`src/design/dasd_pkg.sv`:
```
// ----------------------------------------------------------------------------
// dasd_pkg
// Shared types and constants for the two-axis step/direction generator.
// ----------------------------------------------------------------------------
package dasd_pkg;

  // internal width of positions, targets and step counts
  localparam int POS_W = 24;
  // width of the target and position fields on the ports
  localparam int FLD_W = 24;

  typedef enum logic [2:0] {
    ACT_TICK_A = 3'd0,
    ACT_TICK_B = 3'd1,
    ACT_SET    = 3'd2,
    ACT_HOME   = 3'd3,
    ACT_SEARCH = 3'd4,
    ACT_STOP   = 3'd5
  } action_t;

  typedef enum logic [1:0] {
    MODE_HOME   = 2'd0,
    MODE_RUN    = 2'd1,
    MODE_SEARCH = 2'd2
  } mode_t;

  localparam logic [1:0] MOTOR_A = 2'd0;
  localparam logic [1:0] MOTOR_B = 2'd1;

  typedef struct packed {
    logic [2:0]              action;
    logic [1:0]              motor;
    logic signed [FLD_W-1:0] target;
    logic                    limit_a;
    logic                    limit_b;
  } in_item_t;

  typedef struct packed {
    logic                    step_a;
    logic                    dir_a;
    logic                    step_b;
    logic                    dir_b;
    logic                    tick_a_enabled;
    logic                    tick_b_enabled;
    logic [1:0]              mode_now;
    logic                    accepted;
    logic signed [FLD_W-1:0] position_a;
    logic signed [FLD_W-1:0] position_b;
  } out_item_t;

  // run-mode view of one axis
  typedef struct packed {
    logic signed [POS_W-1:0] pos;
    logic signed [POS_W-1:0] tgt;
    logic                    new_move;
    logic                    tick_on;
    logic                    step;
    logic                    dir;
  } axis_t;

endpackage

```
`src/design/dasd_core.sv`:
```
// ----------------------------------------------------------------------------
// dasd_core
// Axis state registers and the single-pass update for one request; the
// result reflects the state after the request.
// ----------------------------------------------------------------------------
module dasd_core
  import dasd_pkg::*;
(
  input  logic      clk,
  input  logic      rst_n,
  input  logic      en,
  input  in_item_t  item,
  output out_item_t res
);

  mode_t                   mode_r, mode_nxt;
  logic                    started_r, started_nxt;
  logic                    done_a_r, done_a_nxt;
  logic                    done_b_r, done_b_nxt;
  logic                    new_move_a_r, new_move_a_nxt;
  logic                    new_move_b_r, new_move_b_nxt;
  logic                    tick_a_on_r, tick_a_on_nxt;
  logic                    tick_b_on_r, tick_b_on_nxt;
  logic [1:0]              step_r, step_nxt;
  logic [1:0]              dir_r, dir_nxt;
  logic signed [POS_W-1:0] pos_a_r, pos_a_nxt;
  logic signed [POS_W-1:0] pos_b_r, pos_b_nxt;
  logic signed [POS_W-1:0] target_a_r, target_a_nxt;
  logic signed [POS_W-1:0] target_b_r, target_b_nxt;
  logic [POS_W-1:0]        low_r [2];
  logic [POS_W-1:0]        low_nxt [2];
  logic [POS_W-1:0]        high_r [2];
  logic [POS_W-1:0]        high_nxt [2];

  logic signed [POS_W-1:0] tval;
  logic                    accepted;
  logic                    search;
  axis_t                   ax_a, ax_b;

  function automatic axis_t run_tick(input axis_t a);
    axis_t o;
    o = a;
    if (a.new_move) begin
      o.dir      = (a.tgt > a.pos);
      o.new_move = 1'b0;
    end else if (a.pos == a.tgt) begin
      o.tick_on = 1'b0;
      o.step    = 1'b0;
    end else if (a.step) begin
      o.step = 1'b0;
    end else begin
      o.step = 1'b1;
      // position moves on the rising step edge
      if (a.tgt < a.pos) begin
        o.pos = a.pos - POS_W'(1);
      end else begin
        o.pos = a.pos + POS_W'(1);
      end
    end
    return o;
  endfunction

  always_comb begin
    mode_nxt       = mode_r;
    started_nxt    = started_r;
    done_a_nxt     = done_a_r;
    done_b_nxt     = done_b_r;
    new_move_a_nxt = new_move_a_r;
    new_move_b_nxt = new_move_b_r;
    tick_a_on_nxt  = tick_a_on_r;
    tick_b_on_nxt  = tick_b_on_r;
    step_nxt       = step_r;
    dir_nxt        = dir_r;
    pos_a_nxt      = pos_a_r;
    pos_b_nxt      = pos_b_r;
    target_a_nxt   = target_a_r;
    target_b_nxt   = target_b_r;
    low_nxt        = low_r;
    high_nxt       = high_r;
    accepted       = 1'b1;
    tval           = POS_W'(item.target);
    search         = (mode_r != MODE_HOME);
    ax_a           = '0;
    ax_b           = '0;

    unique case (item.action)
      ACT_TICK_A: begin
        if (tick_a_on_r) begin
          if (mode_r == MODE_RUN) begin
            ax_a = run_tick({pos_a_r, target_a_r, new_move_a_r, tick_a_on_r,
                             step_r[0], dir_r[0]});
            pos_a_nxt      = ax_a.pos;
            new_move_a_nxt = ax_a.new_move;
            tick_a_on_nxt  = ax_a.tick_on;
            step_nxt[0]    = ax_a.step;
            dir_nxt[0]     = ax_a.dir;
          end else begin
            if (!started_r) begin
              started_nxt = 1'b1;
              dir_nxt     = search ? 2'b00 : 2'b11;
            end else begin
              // axis A seek step
              if ((search ? !item.limit_a : item.limit_a) && !done_a_r) begin
                if (search) high_nxt[0] = high_r[0] + POS_W'(1);
                else        low_nxt[0]  = low_r[0] - POS_W'(1);
                step_nxt[0] = !step_r[0];
              end else begin
                done_a_nxt  = 1'b1;
                step_nxt[0] = 1'b0;
              end
              // axis B seek step, paced by the axis A timer
              if ((search ? !item.limit_b : item.limit_b) && !done_b_r) begin
                if (search) high_nxt[1] = high_r[1] + POS_W'(1);
                else        low_nxt[1]  = low_r[1] - POS_W'(1);
                step_nxt[1] = !step_r[1];
              end else begin
                done_b_nxt  = 1'b1;
                step_nxt[1] = 1'b0;
              end
            end
            if (done_a_nxt && done_b_nxt) begin
              mode_nxt = MODE_RUN;
              if (!search) begin
                pos_a_nxt    = '0;
                pos_b_nxt    = '0;
                target_a_nxt = '0;
                target_b_nxt = '0;
              end
              tick_a_on_nxt = 1'b0;
            end
          end
        end
      end
      ACT_TICK_B: begin
        if (tick_b_on_r) begin
          ax_b = run_tick({pos_b_r, target_b_r, new_move_b_r, tick_b_on_r,
                           step_r[1], dir_r[1]});
          pos_b_nxt      = ax_b.pos;
          new_move_b_nxt = ax_b.new_move;
          tick_b_on_nxt  = ax_b.tick_on;
          step_nxt[1]    = ax_b.step;
          dir_nxt[1]     = ax_b.dir;
        end
      end
      ACT_SET: begin
        if (item.motor == MOTOR_A) begin
          target_a_nxt   = tval;
          new_move_a_nxt = 1'b1;
          tick_a_on_nxt  = 1'b1;
        end else if (item.motor == MOTOR_B) begin
          target_b_nxt   = tval;
          new_move_b_nxt = 1'b1;
          tick_b_on_nxt  = 1'b1;
        end else begin
          accepted = 1'b0;
        end
      end
      ACT_HOME, ACT_SEARCH: begin
        tick_b_on_nxt = 1'b0;
        mode_nxt      = (item.action == ACT_HOME) ? MODE_HOME : MODE_SEARCH;
        done_a_nxt    = 1'b0;
        done_b_nxt    = 1'b0;
        started_nxt   = 1'b0;
        if (item.action == ACT_HOME) begin
          low_nxt[0] = '0;
          low_nxt[1] = '0;
        end else begin
          high_nxt[0] = '0;
          high_nxt[1] = '0;
        end
        tick_a_on_nxt = 1'b1;
      end
      ACT_STOP: begin
        target_a_nxt = pos_a_r;
        target_b_nxt = pos_b_r;
      end
      default: begin
      end
    endcase

    res.step_a         = step_nxt[0];
    res.dir_a          = dir_nxt[0];
    res.step_b         = step_nxt[1];
    res.dir_b          = dir_nxt[1];
    res.tick_a_enabled = tick_a_on_nxt;
    res.tick_b_enabled = tick_b_on_nxt;
    res.mode_now       = mode_nxt;
    res.accepted       = accepted;
    res.position_a     = FLD_W'(pos_a_nxt);
    res.position_b     = FLD_W'(pos_b_nxt);
  end

  always_ff @(posedge clk) begin
    if (!rst_n) begin
      mode_r       <= MODE_RUN;
      started_r    <= 1'b0;
      done_a_r     <= 1'b0;
      done_b_r     <= 1'b0;
      new_move_a_r <= 1'b0;
      new_move_b_r <= 1'b0;
      tick_a_on_r  <= 1'b0;
      tick_b_on_r  <= 1'b0;
      step_r       <= '0;
      dir_r        <= '0;
      pos_a_r      <= '0;
      pos_b_r      <= '0;
      target_a_r   <= '0;
      target_b_r   <= '0;
      low_r[0]     <= '0;
      low_r[1]     <= '0;
      high_r[0]    <= '0;
      high_r[1]    <= '0;
    end else if (en) begin
      mode_r       <= mode_nxt;
      started_r    <= started_nxt;
      done_a_r     <= done_a_nxt;
      done_b_r     <= done_b_nxt;
      new_move_a_r <= new_move_a_nxt;
      new_move_b_r <= new_move_b_nxt;
      tick_a_on_r  <= tick_a_on_nxt;
      tick_b_on_r  <= tick_b_on_nxt;
      step_r       <= step_nxt;
      dir_r        <= dir_nxt;
      pos_a_r      <= pos_a_nxt;
      pos_b_r      <= pos_b_nxt;
      target_a_r   <= target_a_nxt;
      target_b_r   <= target_b_nxt;
      low_r        <= low_nxt;
      high_r       <= high_nxt;
    end
  end

  a_home_arms_a: assert property (@(posedge clk) disable iff (!rst_n)
    en && item.action == ACT_HOME |=> tick_a_on_r && !tick_b_on_r && mode_r == MODE_HOME)
    else $error("homing request did not arm axis A timer");

  a_stop_holds: assert property (@(posedge clk) disable iff (!rst_n)
    en && item.action == ACT_STOP |=>
      target_a_r == $past(pos_a_r) && target_b_r == $past(pos_b_r))
    else $error("stop did not copy positions to targets");

  a_idle_b_tick: assert property (@(posedge clk) disable iff (!rst_n)
    en && item.action == ACT_TICK_B && !tick_b_on_r |=> $stable(pos_b_r) && $stable(step_r))
    else $error("disabled axis B tick changed state");

  a_reject: assert property (@(posedge clk) disable iff (!rst_n)
    en |-> res.accepted == !(item.action == ACT_SET && item.motor[1]))
    else $error("accepted flag wrong");

endmodule

```
`src/design/dual_axis_step_dir_generator_unit.sv`:
```
// ----------------------------------------------------------------------------
// dual_axis_step_dir_generator_unit
// Two-axis step/direction generator with homing, range search and run mode.
// ----------------------------------------------------------------------------
// path: a request is held in the input register, then its result in the result register
// throughput: one request per cycle while results are taken; the input register advances into the
//   result register whenever the result register is empty or being taken
// reset: synchronous active-low; run mode, all lines low, positions,
//   targets and counts zero, both tick sources disabled
module dual_axis_step_dir_generator_unit
  import dasd_pkg::*;
(
  input  logic      clk,
  input  logic      rst_n,
  input  logic      in_valid,
  output logic      in_ready,
  input  in_item_t  in_data,
  output logic      out_valid,
  input  logic      out_ready,
  output out_item_t out_data
);

  logic      in_v_r;
  in_item_t  in_item_r;
  logic      out_v_r;
  out_item_t out_item_r;
  out_item_t res;
  logic      adv;

  assign adv      = in_v_r && (!out_v_r || out_ready);
  assign in_ready = !in_v_r || adv;

  dasd_core u_core (
    .clk   (clk),
    .rst_n (rst_n),
    .en    (adv),
    .item  (in_item_r),
    .res   (res)
  );

  always_ff @(posedge clk) begin
    if (!rst_n) begin
      in_v_r  <= 1'b0;
      out_v_r <= 1'b0;
    end else begin
      if (in_ready) begin
        in_v_r <= in_valid;
      end
      if (adv) begin
        out_v_r <= 1'b1;
      end else if (out_ready) begin
        out_v_r <= 1'b0;
      end
    end
  end

  always_ff @(posedge clk) begin
    if (in_ready && in_valid) begin
      in_item_r <= in_data;
    end
    if (adv) begin
      out_item_r <= res;
    end
  end

  assign out_valid = out_v_r;
  assign out_data  = out_item_r;

endmodule

```
`config.mk`:
```
export PLATFORM = sky130hd
export DESIGN_NAME = dual_axis_step_dir_generator_unit
export DESIGN_NICKNAME = d
export VERILOG_FILES = /design/src/design/dasd_pkg.sv /design/src/design/dasd_core.sv /design/src/design/dual_axis_step_dir_generator_unit.sv
export SDC_FILE = /design/constraint.sdc
export NUM_CORES = 1
export LEC_CHECK = 0
export BUFFER_PORTS_ARGS = -buffer_cell sky130_fd_sc_hd__buf_2
export CORE_MARGIN = 2
export CORE_UTILIZATION = 53
export DETAILED_ROUTE_END_ITERATION = 8
export GPL_TIMING_DRIVEN = 0
export PLACE_DENSITY = 0.72
export SLEW_MARGIN = 40
export SYNTH_ARGS = -nofsm -noshare
export SYNTH_HDL_FRONTEND = slang
export SYNTH_HIERARCHICAL = 1
export SYNTH_SLANG_ARGS = --single-unit
```
`constraint.sdc`:
```
create_clock -name clk -period 5.2 [get_ports clk]
set_clock_uncertainty 0.05 [all_clocks]
set_input_delay 0.26 -clock clk [delete_from_list [all_inputs] [get_ports clk]]
set_output_delay 0.26 -clock clk [all_outputs]
set_load 0.01 [all_outputs]
```
==> impl_results.md <==
- H-tree depth: 4
- Crit path time final: 5.00 ns
- Routed via count: 10000
- Crit-path max cell delay: 0.48 ns
- Unique masters post-synth: 75
- Final-report setup violation count: 0
- Dpl cell area: 0.0124 mm2
- Placer Congestion: 0.973
- Commonest cells post-synth: 136 x nor2_1, 111 x dfxtp_1, 95 x ha_1, 92 x nand2_1, 88 x edfxtp_1
- First-pass iteration count of the detailed router: 5
- Top cells by area, synth: edfxtp_1 23%, dfxtp_1 19%, ha_1 10%
- Total gr overflow: 0
- Synth Warn #: 6
- Main combinational cell family by area after synthesis: compound AO/OA/AOI/OAI gates
- Initial antenna violation count: 0
- Hold crit path type: in2reg
- CP max-delay cell: dfxtp_1
- Worst-Skew Late Latency: 0.45 ns
- Delay-heaviest family, CP: compound AO/OA/AOI/OAI gates
- Die width: 151 um
- Num ports: 94
- CTS Buf Count: 17
- Lkg Pwr: 5.37 nW
- Share of cells above drive strength 1: 0.144
- RSZ-0062 raised after global routing: true
- Gr usage total: 0.292
- Register area share after synthesis: 0.426
- Routed WL per cell: 19.9 um
- Row count: 53
- Crit path max fanout: 5
- Vias in the first global route: 9338
- Adder-Cell Fraction of Synth Area: 0.108
- Yosys top cell area share: 0.231
- Final hold viol count: 0
- Seq. cell area: 0.00487 mm2
- Synth Flop Type: dfxtp_1
- CP startpoint kind: register
- Vias/cell: 6.11
- Core Region: 0.0211 mm2
- Max Buffers Root-to-Sink: 2
- Initial Util: 0.542
- Hold Path Depth: 2
- Post-synthesis mux area share: 0.0258
- WP data arrival: 5.14 ns
- Syn_nets: 1333
- Global-route wire length before repair: 50400 um
- Post-synth EDFFs: 88
- Final cell count without fillers: 1643
- Antenna Violating Nets Remaining: 0
- Area of the multi-input gates: 0.00612 mm2
- Die height: 151 um
- Pin count of the biggest net entering global routing: 22
- Area delta synth->final: 17.3%
- Dpl hpwl: 23800 um
- Leading cell type by number of instances after synthesis: nor2_1
- Placed cell count: 1574
- DRC: 0
- Die area: 0.0227 mm2
- Cell Pwr Density: 329 mW/mm2
- CP cell instances: inv_1 -> ha_1 -> nor2b_1 -> o211ai_1 -> a21oi_1 -> o311ai_2 -> nand2_1 -> mux2i_4 -> inv_2 -> fa_1 -> nand2b_1 -> a21oi_1 -> o21ai_0 -> a31oi_1 -> a21oi_1 -> o21ai_1 -> o22ai_1 -> o21ai_1 -> mux2i_1 -> nand2_1
- Cell depth of the worst setup path: 20
- Worst path bufs/invs: 2
- Critical path class: reg2reg
- Synthesized flop and latch total: 199
- Synthesized cell area: 0.0114 mm2
- # fillers: 1778
- CTS sink count: 199
- Top cell by count, worst path: a21oi_1
- Synthesized area per cell: 9.51 um2
- Post-synth top area cell: edfxtp_1
- Max-slew violations: 0
- Critical Path RT: 5.34 ns
- Final instance area: 0.0134 mm2
- WL final: 32700 um
- # diodes: 0
- Reg clk slew, reported paths: 0.07 ns
- # nets final: 1487
- Initial detailed-routing violation count: 994
- Clock Tree Root: clkbuf_16
- Least-Margin Pin Slew: 0.900 ns
- CP endpoint kind: register
- VDD IR-drop max: 0.000184 V
- Reg2reg path depth: 20
- Status: completed
- Synth Area in Compound Gates: 0.233
- Asr flop ratio synth: 0
- Period utilization: 0.962
- Simple-gate share of the synthesized area: 0.133
- I/O Buffers: 93
- CTS tree: done
- Synth Area in XOR/XNOR: 0.0307
- Slew margin rel.: 0.400
- Gate Count Post-Synth: 1201
- Achievable Freq: 200 MHz
- Max-cap check violation count: 0
-- through the flow --
stage	power (mW)	hold slack [ns]	setup TNS, ns	utilization	worst slack [ns]
after floorplan	2.64	0.309	0	-	0.385
final	4.41	0.0575	0	0.635	0.199
after detailed placement	2.92	0.388	-4.87	0.586	-0.428
after global placement	2.88	0.388	-166.42	0.580	-2.00
after CTS	4.37	0.0486	0	0.632	0.0563
after global routing	4.60	0.0614	-0.0893	0.635	-0.0368
-- area by class of cell --
type / count / area share
Multi-Input combinational cell: 874 / 0.457
Sequential cell: 199 / 0.363
Timing Repair Buffer: 134 / 0.0679
Clock buffer: 21 / 0.0367
Tap cell: 275 / 0.0257
Buffer: 60 / 0.0193
Inverter: 68 / 0.0193
Clock inverter: 11 / 0.00999
Timing Repair inverter: 1 / 0.000560
-- sequential cells by signal (all words and copies together) (netlist names), 2 cells and up --
name               cells
in_item_r             31
u_core/mode_r          2
out_data              57
u_core/pos_b_r        24
u_core/pos_a_r        24
u_core/target_b_r     24
u_core/target_a_r     24
u_core/dir_r           2
u_core/step_r          2
-- kinds of logic (layout without fill, tap and decap cells) --
family,Yosys count,in the layout
AO/OA/AOI/OAI,378,378
XOR/XNOR,40,40
adder cells (fa/ha/maj),97,97
buffers and inverters,128,295
flip-flops,199,199
multiplexers,29,29
AND/OR/NAND/NOR,330,330
-- where the power goes --
group,leakage (nW),switching (mW),internal [mW],total (mW)
Combinational,3.32,0.753,0.514,1.27
Sequential,1.76,0.0442,1.69,1.74
Clock,0.300,0.620,0.785,1.40
-- metal layers --
metal / global-route usage / up-vias / part of all wire
met5: 0 / - / 0
met2: 0.438 / 464 / 0.44
met3: 0.0608 / 59 / 0.079
met4: 0.110 / 0 / 0.028
li1: - / 4769 / -
met1: 0.415 / 4743 / 0.45
-- worst paths after layout --
check	startpoint	end	slack (ns)
worst min-delay path	rst_n	out_valid$_SDFFE_PN0P_	0.06
worst max-delay path	u_core/pos_b_r[1]$_SDFFE_PN0P_	out_data[22]$_DFFE_PP_	0.20
worst max register to register	u_core/pos_b_r[1]$_SDFFE_PN0P_	out_data[22]$_DFFE_PP_	0.20
worst min register to register	u_core/target_a_r[2]$_SDFFE_PN0P_	u_core/target_a_r[2]$_SDFFE_PN0P_	0.46
-- worst register-to-register path, cell delays in order (launching register included) --
cell      delay, ns
dfxtp_1        0.48
inv_1          0.16
ha_1           0.33
nor2b_1        0.13
o211ai_1       0.16
a21oi_1        0.10
o311ai_2       0.34
nand2_1        0.17
mux2i_4        0.27
inv_2          0.12
fa_1           0.41
nand2b_1       0.19
a21oi_1        0.20
o21ai_0        0.18
a31oi_1        0.30
a21oi_1        0.20
o21ai_1        0.27
o22ai_1        0.16
o21ai_1        0.21
mux2i_1        0.25
nand2_1        0.07
-- timing repair --
item                       CTS  global route
hold endpoints to repair    31             0
pin swaps                    0             3
cloned                       1             0
hold buffers                31             0
gates resized for setup      1            14
setup endpoints to repair   24            22
setup buffers                2             3
-- layout by cell type (no fill, tap or decap), types with 4 or more instances in the layout --
cell | Yosys | final
clkbuf_16 | 0 | 18
o22ai_1 | 4 | 4
mux2i_1 | 27 | 27
nand4_1 | 17 | 17
inv_1 | 66 | 65
o211a_1 | 13 | 13
nor2_1 | 136 | 134
o21bai_1 | 4 | 4
a21o_1 | 22 | 22
nand3_1 | 17 | 17
buf_4 | 3 | 7
nor2b_1 | 12 | 11
a211oi_1 | 60 | 58
a22oi_1 | 54 | 54
o211ai_1 | 7 | 7
xor2_1 | 16 | 16
o21ai_1 | 9 | 10
clkbuf_1 | 39 | 37
o31ai_1 | 8 | 8
o21a_1 | 10 | 10
dfxtp_2 | 0 | 4
buf_2 | 16 | 109
nand2_1 | 92 | 92
nand2b_1 | 10 | 10
clkinvlp_4 | 0 | 5
a22o_1 | 18 | 18
a21oi_1 | 68 | 67
nor3_1 | 10 | 10
and2_1 | 5 | 5
dlygate4sd3_1 | 0 | 31
and3_1 | 5 | 5
xnor2_1 | 24 | 24
dfxtp_1 | 111 | 107
a32oi_1 | 5 | 5
or2_2 | 6 | 6
o21ai_0 | 47 | 46
a31oi_1 | 10 | 10
edfxtp_1 | 88 | 88
ha_1 | 95 | 94
No activity file was read; power rests on OpenSTA's default activity.
